$ cat src/design/tmtr_pkg.sv
package tmtr_pkg;

   localparam int MAX_TAG_LEN_DEF = 256;
   localparam int CHAR_WIDTH_DEF  = 16;

   localparam logic [7:0] ALPHA_OPAQUE = 8'hFF;

   localparam logic [7:0] CH_LT    = 8'h3C;
   localparam logic [7:0] CH_GT    = 8'h3E;
   localparam logic [7:0] CH_AMP   = 8'h26;
   localparam logic [7:0] CH_HASH  = 8'h23;
   localparam logic [7:0] CH_COMMA = 8'h2C;
   localparam logic [7:0] CH_SEMI  = 8'h3B;
   localparam logic [7:0] CH_STAR  = 8'h2A;
   localparam logic [7:0] CH_DOT   = 8'h2E;
   localparam logic [7:0] CH_QUEST = 8'h3F;
   localparam logic [7:0] CH_PLUS  = 8'h2B;
   localparam logic [7:0] CH_MINUS = 8'h2D;
   localparam logic [7:0] CH_UPPER_I = 8'h49;
   localparam logic [7:0] CH_UPPER_B = 8'h42;
   localparam logic [7:0] CH_LOWER_P = 8'h70;
   localparam logic [7:0] CH_LOWER_S = 8'h73;
   localparam logic [7:0] CH_LOWER_R = 8'h72;
   localparam logic [7:0] CH_LOWER_W = 8'h77;
   localparam logic [7:0] CH_LOWER_C = 8'h63;
   localparam logic [7:0] CH_DIGIT_0 = 8'h30;
   localparam logic [7:0] CH_DIGIT_9 = 8'h39;
   localparam logic [7:0] CH_LOWER_A = 8'h61;
   localparam logic [7:0] CH_LOWER_F = 8'h66;
   localparam logic [7:0] CH_UPPER_A = 8'h41;
   localparam logic [7:0] CH_UPPER_F = 8'h46;

   typedef enum logic [2:0] {
      KIND_NUMREF   = 3'd0,
      KIND_SCRIPT   = 3'd1,
      KIND_COLOR    = 3'd2,
      KIND_POSITION = 3'd3,
      KIND_FONT     = 3'd4,
      KIND_SPEED    = 3'd5,
      KIND_WAIT     = 3'd6,
      KIND_CLEAR    = 3'd7
   } kind_type;

   typedef enum logic [6:0] {
      PH_IDLE   = 7'b0000001,
      PH_FIRST  = 7'b0000010,
      PH_AMP    = 7'b0000100,
      PH_LT     = 7'b0001000,
      PH_NUM    = 7'b0010000,
      PH_SCRIPT = 7'b0100000,
      PH_VALUES = 7'b1000000
   } phase_type;

   typedef struct packed {
      logic            matched;
      logic [2:0]      tag_kind;
      logic [8:0]      tag_length;
      logic [2:0][7:0] value_offset;
      logic [2:0][7:0] value_length;
      logic [31:0]     main_color;
      logic [31:0]     edge_color;
   } result_type;

endpackage

$ cat src/design/text_markup_tag_recognizer.sv
// Markup tag recognizer: takes one text character per cycle while req_ready is high and gives
// one result when a candidate tag (opened by req_tag_start) is accepted or rejected. Each
// character is decided combinationally by the scan logic, so req_ready stays high at one
// transfer per cycle as long as results are taken; the closing character's result is registered
// into a two-entry output buffer (output register plus skid register) that lets input keep
// flowing while one result waits; req_ready drops only when both hold a result.
module text_markup_tag_recognizer #(
   parameter int MAX_TAG_LEN = tmtr_pkg::MAX_TAG_LEN_DEF,
   parameter int CHAR_WIDTH  = tmtr_pkg::CHAR_WIDTH_DEF
) (
   input  logic                  clock,
   input  logic                  reset,
   input  logic                  req_valid,
   output logic                  req_ready,
   input  logic [CHAR_WIDTH-1:0] req_text_char,
   input  logic                  req_tag_start,
   input  logic                  req_end_of_text,
   output logic                  rsp_valid,
   input  logic                  rsp_ready,
   output logic                  rsp_matched,
   output logic [2:0]            rsp_tag_kind,
   output logic [8:0]            rsp_tag_length,
   output logic [7:0]            rsp_first_value_offset,
   output logic [7:0]            rsp_first_value_length,
   output logic [7:0]            rsp_second_value_offset,
   output logic [7:0]            rsp_second_value_length,
   output logic [7:0]            rsp_third_value_offset,
   output logic [7:0]            rsp_third_value_length,
   output logic [31:0]           rsp_main_color,
   output logic [31:0]           rsp_edge_color
);

   localparam int OFF_W = $clog2(MAX_TAG_LEN + 1);
   localparam int SUM_W = ((OFF_W > 9) ? OFF_W : 9) + 1;
   localparam logic [OFF_W-1:0] MAX_OFF = OFF_W'(MAX_TAG_LEN);

   function automatic logic [CHAR_WIDTH-1:0] to_char(input logic [7:0] a);
      return CHAR_WIDTH'(a);
   endfunction

   // scan state
   tmtr_pkg::phase_type phase_ff, phase_in, cur_phase;
   tmtr_pkg::kind_type  kind_ff, kind_in;
   logic [1:0]          value_count_ff, value_count_in;
   logic                dot_seen_ff, dot_seen_in;
   logic                prev_question_ff, prev_question_in;
   logic [OFF_W-1:0]    char_offset_ff, char_offset_in;
   logic [OFF_W-1:0]    value_start_ff [3];
   logic [OFF_W-1:0]    value_start_in [3];
   logic [OFF_W-1:0]    value_length_ff [3];
   logic [OFF_W-1:0]    value_length_in [3];
   logic [23:0]         color_acc_ff [2];
   logic [23:0]         color_acc_in [2];

   // output buffer
   tmtr_pkg::result_type out_ff, out_in, skid_ff, skid_in, result;
   logic                 out_valid_ff, out_valid_in, skid_valid_ff, skid_valid_in;

   logic                  take, clr, emit, fail, done, pop;
   logic [CHAR_WIDTH-1:0] c;
   logic                  is_num, is_hex, is_dot, dec_ok;
   logic [3:0]            hex_val;
   logic [OFF_W-1:0]      pos, sel_start, cur_len, l0, l1;
   logic [1:0]            t;

   assign c    = req_text_char;
   assign take = req_valid && req_ready;

   assign is_num = (c >= to_char(tmtr_pkg::CH_DIGIT_0)) && (c <= to_char(tmtr_pkg::CH_DIGIT_9));
   assign is_hex   = is_num
                  || ((c >= to_char(tmtr_pkg::CH_LOWER_A)) && (c <= to_char(tmtr_pkg::CH_LOWER_F)))
                  || ((c >= to_char(tmtr_pkg::CH_UPPER_A)) && (c <= to_char(tmtr_pkg::CH_UPPER_F)));
   // letters a-f and A-F both have low nibble 1..6
   assign hex_val  = is_num ? c[3:0] : 4'(c[3:0] + 4'd9);
   assign is_dot   = (c == to_char(tmtr_pkg::CH_DOT));

   always_comb begin
      clr = take && req_tag_start && !req_end_of_text;
      // a new candidate starts from a clean slate
      if (clr) begin
         kind_in          = tmtr_pkg::KIND_NUMREF;
         value_count_in   = '0;
         dot_seen_in      = 1'b0;
         prev_question_in = 1'b0;
         char_offset_in   = '0;
         value_start_in   = '{default: '0};
         value_length_in  = '{default: '0};
         color_acc_in     = '{default: '0};
      end else begin
         kind_in          = kind_ff;
         value_count_in   = value_count_ff;
         dot_seen_in      = dot_seen_ff;
         prev_question_in = prev_question_ff;
         char_offset_in   = char_offset_ff;
         value_start_in   = value_start_ff;
         value_length_in  = value_length_ff;
         color_acc_in     = color_acc_ff;
      end

      phase_in  = phase_ff;
      cur_phase = req_tag_start ? tmtr_pkg::PH_FIRST : phase_ff;
      pos       = char_offset_in;
      t         = value_count_in;
      sel_start = value_start_in[t];
      dec_ok    = is_num || (is_dot && !dot_seen_in);
      cur_len   = '0;
      l0        = '0;
      l1        = '0;
      fail      = 1'b0;
      done      = 1'b0;

      if (take) begin
         if (req_end_of_text) begin
            fail = (phase_ff != tmtr_pkg::PH_IDLE);
         end else if (req_tag_start || phase_ff != tmtr_pkg::PH_IDLE) begin
            if (pos >= MAX_OFF) begin
               fail = 1'b1;
            end else begin
               char_offset_in = pos + OFF_W'(1);
               unique case (cur_phase)
                  tmtr_pkg::PH_FIRST: begin
                     if (c == to_char(tmtr_pkg::CH_AMP)) phase_in = tmtr_pkg::PH_AMP;
                     else if (c == to_char(tmtr_pkg::CH_LT)) phase_in = tmtr_pkg::PH_LT;
                     else fail = 1'b1;
                  end
                  tmtr_pkg::PH_AMP: begin
                     if (c == to_char(tmtr_pkg::CH_HASH)) begin
                        kind_in  = tmtr_pkg::KIND_NUMREF;
                        phase_in = tmtr_pkg::PH_NUM;
                     end else begin
                        fail = 1'b1;
                     end
                  end
                  tmtr_pkg::PH_LT: begin
                     phase_in          = tmtr_pkg::PH_VALUES;
                     value_start_in[0] = OFF_W'(2);
                     if (c == to_char(tmtr_pkg::CH_HASH)) kind_in = tmtr_pkg::KIND_COLOR;
                     else if (c == to_char(tmtr_pkg::CH_LOWER_P)) kind_in = tmtr_pkg::KIND_POSITION;
                     else if (c == to_char(tmtr_pkg::CH_LOWER_S)) kind_in = tmtr_pkg::KIND_FONT;
                     else if (c == to_char(tmtr_pkg::CH_LOWER_R)) kind_in = tmtr_pkg::KIND_SPEED;
                     else if (c == to_char(tmtr_pkg::CH_LOWER_W)) kind_in = tmtr_pkg::KIND_WAIT;
                     else if (c == to_char(tmtr_pkg::CH_LOWER_C)) kind_in = tmtr_pkg::KIND_CLEAR;
                     else if (c == to_char(tmtr_pkg::CH_QUEST)) begin
                        kind_in           = tmtr_pkg::KIND_SCRIPT;
                        prev_question_in  = 1'b0;
                        value_start_in[0] = '0;
                        phase_in          = tmtr_pkg::PH_SCRIPT;
                     end else begin
                        fail = 1'b1;
                     end
                  end
                  tmtr_pkg::PH_NUM: begin
                     if (c == to_char(tmtr_pkg::CH_SEMI)) begin
                        value_start_in[0]  = OFF_W'(2);
                        value_length_in[0] = pos - OFF_W'(2);
                        done = 1'b1;
                     end else if (!is_num) begin
                        fail = 1'b1;
                     end
                  end
                  tmtr_pkg::PH_SCRIPT: begin
                     if (pos >= OFF_W'(3) && prev_question_in
                         && c == to_char(tmtr_pkg::CH_GT)) begin
                        value_start_in[0]  = OFF_W'(2);
                        value_length_in[0] = pos - OFF_W'(3);
                        done = 1'b1;
                     end else begin
                        prev_question_in = (c == to_char(tmtr_pkg::CH_QUEST));
                     end
                  end
                  tmtr_pkg::PH_VALUES: begin
                     if (t == 2'd3) begin
                        fail = 1'b1;
                     end else if (c == to_char(tmtr_pkg::CH_COMMA)) begin
                        if (t == 2'd2) begin
                           fail = 1'b1;
                        end else begin
                           value_length_in[t]          = pos - sel_start;
                           value_count_in              = 2'(t + 2'd1);
                           dot_seen_in                 = 1'b0;
                           value_start_in[2'(t + 2'd1)] = pos + OFF_W'(1);
                        end
                     end else if (c == to_char(tmtr_pkg::CH_LT)
                                  && !(kind_in == tmtr_pkg::KIND_FONT && t == 2'd1)) begin
                        fail = 1'b1;
                     end else if (c == to_char(tmtr_pkg::CH_GT)) begin
                        cur_len            = pos - sel_start;
                        value_length_in[t] = cur_len;
                        // an empty lone value counts as absent
                        if (t == 2'd0 && cur_len == '0) value_start_in[0] = '0;
                        l0 = value_length_in[0];
                        l1 = value_length_in[1];
                        if (kind_in == tmtr_pkg::KIND_COLOR
                            && (t == 2'd2
                                || (l0 != '0 && l0 != OFF_W'(6))
                                || (l1 != '0 && l1 != OFF_W'(6))
                                || (l0 == '0 && l1 == OFF_W'(6)))) begin
                           fail = 1'b1;
                        end else if (kind_in == tmtr_pkg::KIND_POSITION && t == 2'd0) begin
                           fail = 1'b1;
                        end else begin
                           done = 1'b1;
                        end
                     end else begin
                        case (kind_in)
                           tmtr_pkg::KIND_COLOR: begin
                              if (t > 2'd1 || !is_hex) fail = 1'b1;
                              else color_acc_in[t[0]] = {color_acc_in[t[0]][19:0], hex_val};
                           end
                           tmtr_pkg::KIND_POSITION: begin
                              if (c == to_char(tmtr_pkg::CH_PLUS)
                                  || c == to_char(tmtr_pkg::CH_MINUS)) begin
                                 // sign only as the first character of a value
                                 if (sel_start != pos) fail = 1'b1;
                              end else if (!dec_ok) begin
                                 fail = 1'b1;
                              end else if (is_dot) begin
                                 dot_seen_in = 1'b1;
                              end
                           end
                           tmtr_pkg::KIND_FONT: begin
                              if (t == 2'd0 && !is_num) fail = 1'b1;
                              else if (t == 2'd2 && c != to_char(tmtr_pkg::CH_UPPER_I)
                                       && c != to_char(tmtr_pkg::CH_UPPER_B)) fail = 1'b1;
                           end
                           tmtr_pkg::KIND_SPEED: begin
                              if (t != 2'd0 || !dec_ok) fail = 1'b1;
                              else if (is_dot) dot_seen_in = 1'b1;
                           end
                           default: begin
                              if (t != 2'd0) begin
                                 fail = 1'b1;
                              end else if (c == to_char(tmtr_pkg::CH_STAR)) begin
                                 if (sel_start != pos) fail = 1'b1;
                              end else if (!dec_ok) begin
                                 fail = 1'b1;
                              end else if (is_dot) begin
                                 dot_seen_in = 1'b1;
                              end
                           end
                        endcase
                     end
                  end
                  default: fail = 1'b1;
               endcase
            end
         end
      end

      emit = fail || done;
      if (emit) phase_in = tmtr_pkg::PH_IDLE;

      result = '0;
      if (done) begin
         result.matched    = 1'b1;
         result.tag_kind   = kind_in;
         result.tag_length = 9'(SUM_W'(pos) + SUM_W'(1));
         for (int i = 0; i < 3; i++) begin
            result.value_offset[i] = 8'(value_start_in[i]);
            result.value_length[i] = 8'(value_length_in[i]);
         end
         if (kind_in == tmtr_pkg::KIND_COLOR) begin
            if (value_length_in[0] != '0)
               result.main_color = {tmtr_pkg::ALPHA_OPAQUE, color_acc_in[0]};
            if (value_length_in[1] != '0)
               result.edge_color = {tmtr_pkg::ALPHA_OPAQUE, color_acc_in[1]};
         end
      end
   end

   // output register with skid stage
   assign req_ready = !skid_valid_ff;
   assign pop       = out_valid_ff && rsp_ready;

   always_comb begin
      out_in        = out_ff;
      out_valid_in  = out_valid_ff;
      skid_in       = skid_ff;
      skid_valid_in = skid_valid_ff;
      if (!out_valid_ff || pop) begin
         if (skid_valid_ff) begin
            out_in        = skid_ff;
            out_valid_in  = 1'b1;
            skid_valid_in = 1'b0;
         end else begin
            out_in       = result;
            out_valid_in = emit;
         end
      end else if (emit) begin
         // hold the waiting result, park the new one
         skid_in       = result;
         skid_valid_in = 1'b1;
      end
   end

   always_ff @(posedge clock) begin
      if (reset) begin
         phase_ff      <= tmtr_pkg::PH_IDLE;
         out_valid_ff  <= 1'b0;
         skid_valid_ff <= 1'b0;
      end else begin
         phase_ff      <= phase_in;
         out_valid_ff  <= out_valid_in;
         skid_valid_ff <= skid_valid_in;
      end
   end

   always_ff @(posedge clock) begin
      kind_ff          <= kind_in;
      value_count_ff   <= value_count_in;
      dot_seen_ff      <= dot_seen_in;
      prev_question_ff <= prev_question_in;
      char_offset_ff   <= char_offset_in;
      value_start_ff   <= value_start_in;
      value_length_ff  <= value_length_in;
      color_acc_ff     <= color_acc_in;
      out_ff           <= out_in;
      skid_ff          <= skid_in;
   end

   assign rsp_valid               = out_valid_ff;
   assign rsp_matched             = out_ff.matched;
   assign rsp_tag_kind            = out_ff.tag_kind;
   assign rsp_tag_length          = out_ff.tag_length;
   assign rsp_first_value_offset  = out_ff.value_offset[0];
   assign rsp_first_value_length  = out_ff.value_length[0];
   assign rsp_second_value_offset = out_ff.value_offset[1];
   assign rsp_second_value_length = out_ff.value_length[1];
   assign rsp_third_value_offset  = out_ff.value_offset[2];
   assign rsp_third_value_length  = out_ff.value_length[2];
   assign rsp_main_color          = out_ff.main_color;
   assign rsp_edge_color          = out_ff.edge_color;

endmodule

$ cat config.mk
export PLATFORM = sky130hd
export DESIGN_NAME = text_markup_tag_recognizer
export DESIGN_NICKNAME = d
export VERILOG_FILES = /design/src/design/tmtr_pkg.sv /design/src/design/text_markup_tag_recognizer.sv
export SDC_FILE = /design/constraint.sdc
export NUM_CORES = 1
export LEC_CHECK = 0
export ABC_AREA = 1
export BUFFER_PORTS_ARGS = -buffer_cell sky130_fd_sc_hd__buf_2
export CAP_MARGIN = 20
export CORE_MARGIN = 2
export CORE_UTILIZATION = 30
export CTS_CLUSTER_DIAMETER = 50
export DETAILED_ROUTE_END_ITERATION = 10
export PLACE_DENSITY = 0.52
export SYNTH_ARGS = -nofsm -noshare
export SYNTH_HDL_FRONTEND = slang
export SYNTH_SLANG_ARGS = --single-unit
$ cat constraint.sdc
create_clock -name clock -period 11.71 [get_ports clock]
set_input_delay 2.9275 -clock clock [delete_from_list [all_inputs] [get_ports clock]]
set_output_delay 2.9275 -clock clock [all_outputs]
set_load 0.05 [all_outputs]
## After elaboration in Yosys (flattened, before gate mapping)

Index checks and enable logic that the tools add are counted.
Widths: inputs -> output; s select.

- Bits in registers: 377
- Bits of input ports: 22

- Add/subtract/negate cells: 7
- Order comparisons: 15
- Equality and inequality tests: 39
- Mux-type cells: 190
- Bitwise logic cells: 6
- Reductions and logical operators: 58

Operators with widths:

| cell | number |
|---|---|
| $mux 48 | 12 |
| $mux 27 | 17 |
| $mux 125 | 2 |
| $eq 16x6->1 const B | 11 |
| $mux 9 | 17 |
| $eq 16x7->1 const B | 5 |
| $mux 7 | 11 |
| $mux 1 | 75 |
| $mux 32 | 2 |
| $mux 64 | 1 |
| $mux 20 | 3 |
| $bwmux 27 | 2 |
| $mux 18 | 3 |
| $bwmux 48 | 1 |
| $mux 3 | 13 |
| $demux 9 s2 | 2 |
| $pmux 9 s4 | 1 |
| $reduce_bool 9->1 | 4 |
| $ge 16x7->1 const B | 2 |
| $le 16x7->1 const B | 2 |
| $mux 2 | 16 |
| $ne 16x7->1 const B | 2 |
| $pmux 9 s3 | 1 |
| $demux 24 s1 | 1 |
| other kinds (52) | 109 |

## Longest topological paths before layout

- Depth after elaboration: 29
- Gate-level depth with buffers: 36
- Gate-level depth less buffers: 33

## Worst setup path before layout

OpenSTA, ideal clock, no wires.

- Path kind: input to register
- Start: input port req_valid
- End: register skid_ff[0] (netlist bit) (enable)
- Library setup time: 0.617 ns
- Arrival: 11.925 ns
- Path slack: -0.832 ns
- Stages: 28
- Path buffers: 6
- Path through: inv_1 -> nor2_1 -> nand2_4 -> buf_4 -> buf_6 -> clkbuf_1 -> buf_1 -> nand2_1 -> inv_1 -> o21ai_0 -> o21ai_0 -> ha_1 -> fa_1 -> xnor2_1 -> nand2_1 -> o21ai_0 -> nand3_1 -> a21oi_1 -> nand3_1 -> nor2_1 -> nand3_1 -> nand2_1 -> nand3_1 -> nand2_2 -> nand2_1 -> buf_2 -> buf_2 -> a21oi_1

- Cells in the longest elaborated chain, start to end: 28

Ends and longest elaborated chain:

| what | line | source |
|---|---|---|
| from (decl) | text_markup_tag_recognizer.sv:13 | `input logic req_valid,` |
| $logic_and 1x1->1 * | text_markup_tag_recognizer.sv:67 | `assign take = req_valid && req_ready;` |
| $logic_and 1x1->1 (2 in a row) | text_markup_tag_recognizer.sv:78 | `clr = take && req_tag_start && !req_end_of_text;` |
| $mux 2 | text_markup_tag_recognizer.sv:80 | `if (clr) begin` |
| $not 2->3 (implied by the code) | text_markup_tag_recognizer.sv:104, text_markup_tag_recognizer.sv:188 |  |
| $bmux 9 s2 (tied with other cells) | text_markup_tag_recognizer.sv:104 | `sel_start = value_start_in[t];` |
| $mux 9 (implied by the code) or $logic_and 1x1->1 (tied branches) | text_markup_tag_recognizer.sv:104, text_markup_tag_recognizer.sv:188 |  |
| $mux 9, on equally long branches | text_markup_tag_recognizer.sv:104, text_markup_tag_recognizer.sv:188 |  |
| $sub 9x9->9 or $demux 9 s2 (tied branches) | text_markup_tag_recognizer.sv:187, text_markup_tag_recognizer.sv:188 |  |
| [11 not listed] | - |  |
| $mux 1 | text_markup_tag_recognizer.sv:172 | `if (t == 2'd3) begin` |
| $pmux 1 s6 or $pmux 1 s3 (tied branches) | text_markup_tag_recognizer.sv:120 | `unique case (cur_phase)` |
| $mux 1 | text_markup_tag_recognizer.sv:116 | `if (pos >= MAX_OFF) begin` |
| $mux 1 | text_markup_tag_recognizer.sv:115 | `end else if (req_tag_start \|\| phase_ff != tmtr_pkg::PH_IDLE) begin` |
| $mux 1 | text_markup_tag_recognizer.sv:113 | `if (req_end_of_text) begin` |
| $mux 1 | text_markup_tag_recognizer.sv:112 | `if (take) begin` |
| $logic_or 1x1->1 * | text_markup_tag_recognizer.sv:250 | `emit = fail \|\| done;` |
| $reduce_and 2->1 (no source line) * | - |  |
| to (signal assigned) | text_markup_tag_recognizer.sv:318 | `skid_ff <= skid_in;` |
| to (decl) | text_markup_tag_recognizer.sv:56 | `tmtr_pkg::result_type out_ff, out_in, skid_ff, skid_in, result;` |

Mark *: on every way between the ends. The rest lies on a longest branch, timed or not. The select of a mux whose other input is x is not followed.
A chain may end at the register's enable or synchronous reset.

## Worst setup path after layout

- Start: input port req_valid
- End: register skid_ff[47] (netlist bit) (enable)

The elaborated chain is that of the path after synthesis.

==> results.toml <==
[synthesis]
yosysTopAreaCell = "edfxtp_1"
ys_ff_latch = 347
ys_dominant_reg_cell = "edfxtp_1"
syn_nets = 2324
synth_top_area_share = 0.3614
synthCells = 2281
yosysUniqueCellTypes = 58
synth-edff-count = 222
synth.most_common_cell = "nand2_1"
async_flop_share = 0
postSynthAreaPerCell_um2 = 8.088
yosysSeqAreaShare = 0.4970
yosysWarnings = 0
synth_area_mm2 = 0.01845
synthTopCellsByCount = "nand2_1, inv_1, nor2_1"
synthTopCellsByArea = "edfxtp_1, dfxtp_1, nand2_1, inv_1, o21ai_0"

[clock_tree]
ctsResizeCount = 0
worstSkewPairLatency_ns = 0.58
clock_sinks = 347
postCtsSetupBuffers = 0
cts_tree = "yes"
ctsHtreeMaxLevel = 2
clock_path_buffers = 3
clockRootBuffer = "clkbuf_16"
numCtsBuffers = 47
cts_hold_buf = 0
clk_pin_slew_ns = 0.06

[critical_path]
cp_top_family = "simple AND/OR/NAND/NOR gates"
crit_path_max_fanout = 61
worstSetupEndpointType = "register"
cp.arrival_ns = 8.76
critPathMostFrequentCell = "nand2_1"
crit_type = "in2reg"
critical_path_buf_inv_count = 6
cp_slowest_cell = "buf_4"
cp.required_ns = 11.90
max_stage_delay_ns = 0.64
startpoint_type = "primary input"

[grt]
first_global_vias = 15247
grt.total_usage = 0.1866
antenna_found_initial = 0
grt_max_degree = 62
grt_overflow = 0
grt_pass1_wl_um = 91080

[route]
wire_per_inst_um = 18.72
initialDrtViolationCount = 1338
avgViaCountPerCell = 4.958
routed_wl_um = 60120
ant_nets = 0
firstDrtPassIters = 6
drc = 0
vias = 15925

[outcome]
status = "completed"

[sta]
worstMarginPinSlew_ns = 1.109
fmax_mhz = 116.7
slew_violations = 0
slew-limit-headroom = 0.2538
period_needed_ns = 8.569
tns_ns = 0
finalSetupViolations = 0
worst_slack_ns = 3.141
hold_viol_final = 0
worst_clock_skew_ns = 0.03075
fin_crit_sh = 0.7318
rsz0062_at_grt = "false"
hold_ws_ns = 0.4620

[die]
num_rows = 90
fp.dieArea_mm2 = 0.06349
chipWidth_um = 252.0
start_util = 0.3045
core_mm2 = 0.06058
ios = 149
die_y_um = 252.0

[place]
port_buffers = 148
post-dp-hpwl_um = 43770
pre_cts_ws_ns = 2.666
dp.cells = 3124
place_area_mm2 = 0.01982
finalWeightedCongestion = 0.9480

[final_layout]
nNetsFinal = 2434
final_area_mm2 = 0.02135
area_delta_synth_final_pct = 15.75
layout-drive-gt1-share = 0.1432
finalNonFillerCells = 3212
diodes = 0

[power_and_ir_drop]
pwr_density_cell_mw_per_mm2 = 156.9
vdd_drop_max_mv = 0.09986
leakage_nw = 9.960

[run]
maxCapViolCount = 0

[min_path]
worstHoldPathType = "reg2reg"
## worst register-to-register path: stages (launching register included)
cell     delay, ns
dfxtp_2       0.40
nor2_4        0.13
buf_4         0.46
nand2_4       0.58
nand2_2       0.44
inv_1         0.20
a21oi_1       0.14
o21ai_0       0.09
o21ai_0       0.08
nand2_1       0.09
ha_1          0.42
nand2_1       0.10
inv_1         0.08
nand4_1       0.09
nand4_1       0.10
nand2_1       0.16
o21ai_0       0.32
nand3_1       0.13
nor2_1        0.18
nand3_1       0.14
nand2_1       0.11
nand3_1       0.09
nand2_2       0.14
nand2_4       0.39
a21oi_4       0.28
buf_4         0.64
## where the power goes
group / switching, mW / internal (mW)
Clock: 0.568 / 0.836
Combinational: 0.409 / 0.145
Sequential: 0.0274 / 1.37
## path summary, 6_finish.rpt
kind,startpoint,endpoint,slack [ns],depth (start not counted)
max reg2reg,skid_valid_ff$_SDFFE_PP0P_,skid_ff[47]$_DFFE_PP_,5.22,25
max,req_valid,skid_ff[47]$_DFFE_PP_,3.14,27
min reg2reg,dot_seen_ff$_DFF_P_,dot_seen_ff$_DFF_P_,0.46,2
min,dot_seen_ff$_DFF_P_,dot_seen_ff$_DFF_P_,0.46,2
## through the flow
stage                       util  total power, mW
after global routing      0.3525            3.499
final                     0.3525            3.351
after floorplan                -            1.811
after CTS                 0.3525            3.387
after global placement    0.3272            1.967
after detailed placement  0.3272            1.968
## placed cells by master, fill, tap and decap left out, types with 31 or more instances in the layout
master     Yosys  layout
buf_2         15     148
dfxtp_1      125     124
nand3_2       36      36
inv_1        356     353
clkbuf_16      0      48
nor2_1       282     280
nand2_1      427     426
o21ai_0      214     209
edfxtp_1     222     222
nand4_1       31      31
a21oi_1      112     111
nand3_1      123     123
## cells by family after synthesis
group / share of synthesized area
and+or+nand+nor: 0.2355
adders and majority gates: 0.01465
buffers and inverters: 0.1063
DFF: 0.4970
xor gates and xnor gates: 0.008546
AOI/OAI and AO/OA: 0.1375
muxes: 0.0005426
## flip-flops by register name, summed over array words and instances (netlist names), 2 cells and up
name                     cells
skid_ff                    111
color_acc_ff                48
value_start_ff              27
value_length_ff             26
rsp_edge_color              25
rsp_main_color              25
char_offset_ff               9
rsp_tag_length               9
rsp_first_value_length       8
rsp_first_value_offset       8
rsp_second_value_length      8
rsp_second_value_offset      8
rsp_third_value_length       8
rsp_third_value_offset       8
phase_ff                     6
kind_ff                      3
rsp_tag_kind                 3
value_count_ff               2
## area by class of cell
type | count | area (um2)
fillers | 6395 | 39230
flip-flops and latches | 347 | 9170
multi-input cells | 1455 | 7372
inverters | 373 | 1418
clock buffers | 57 | 1245
well taps | 782 | 978.4
repair buffers | 167 | 883.3
clock inverters | 31 | 286.5
## layer usage
layer / GRT usage / routed length (um)
met2: 0.3073 / 28140
met5: 0 / 0
met4: 0.05748 / 1545
met3: 0.02682 / 3051
met1: 0.2534 / 27380
(Power assumes the default switching activity.)
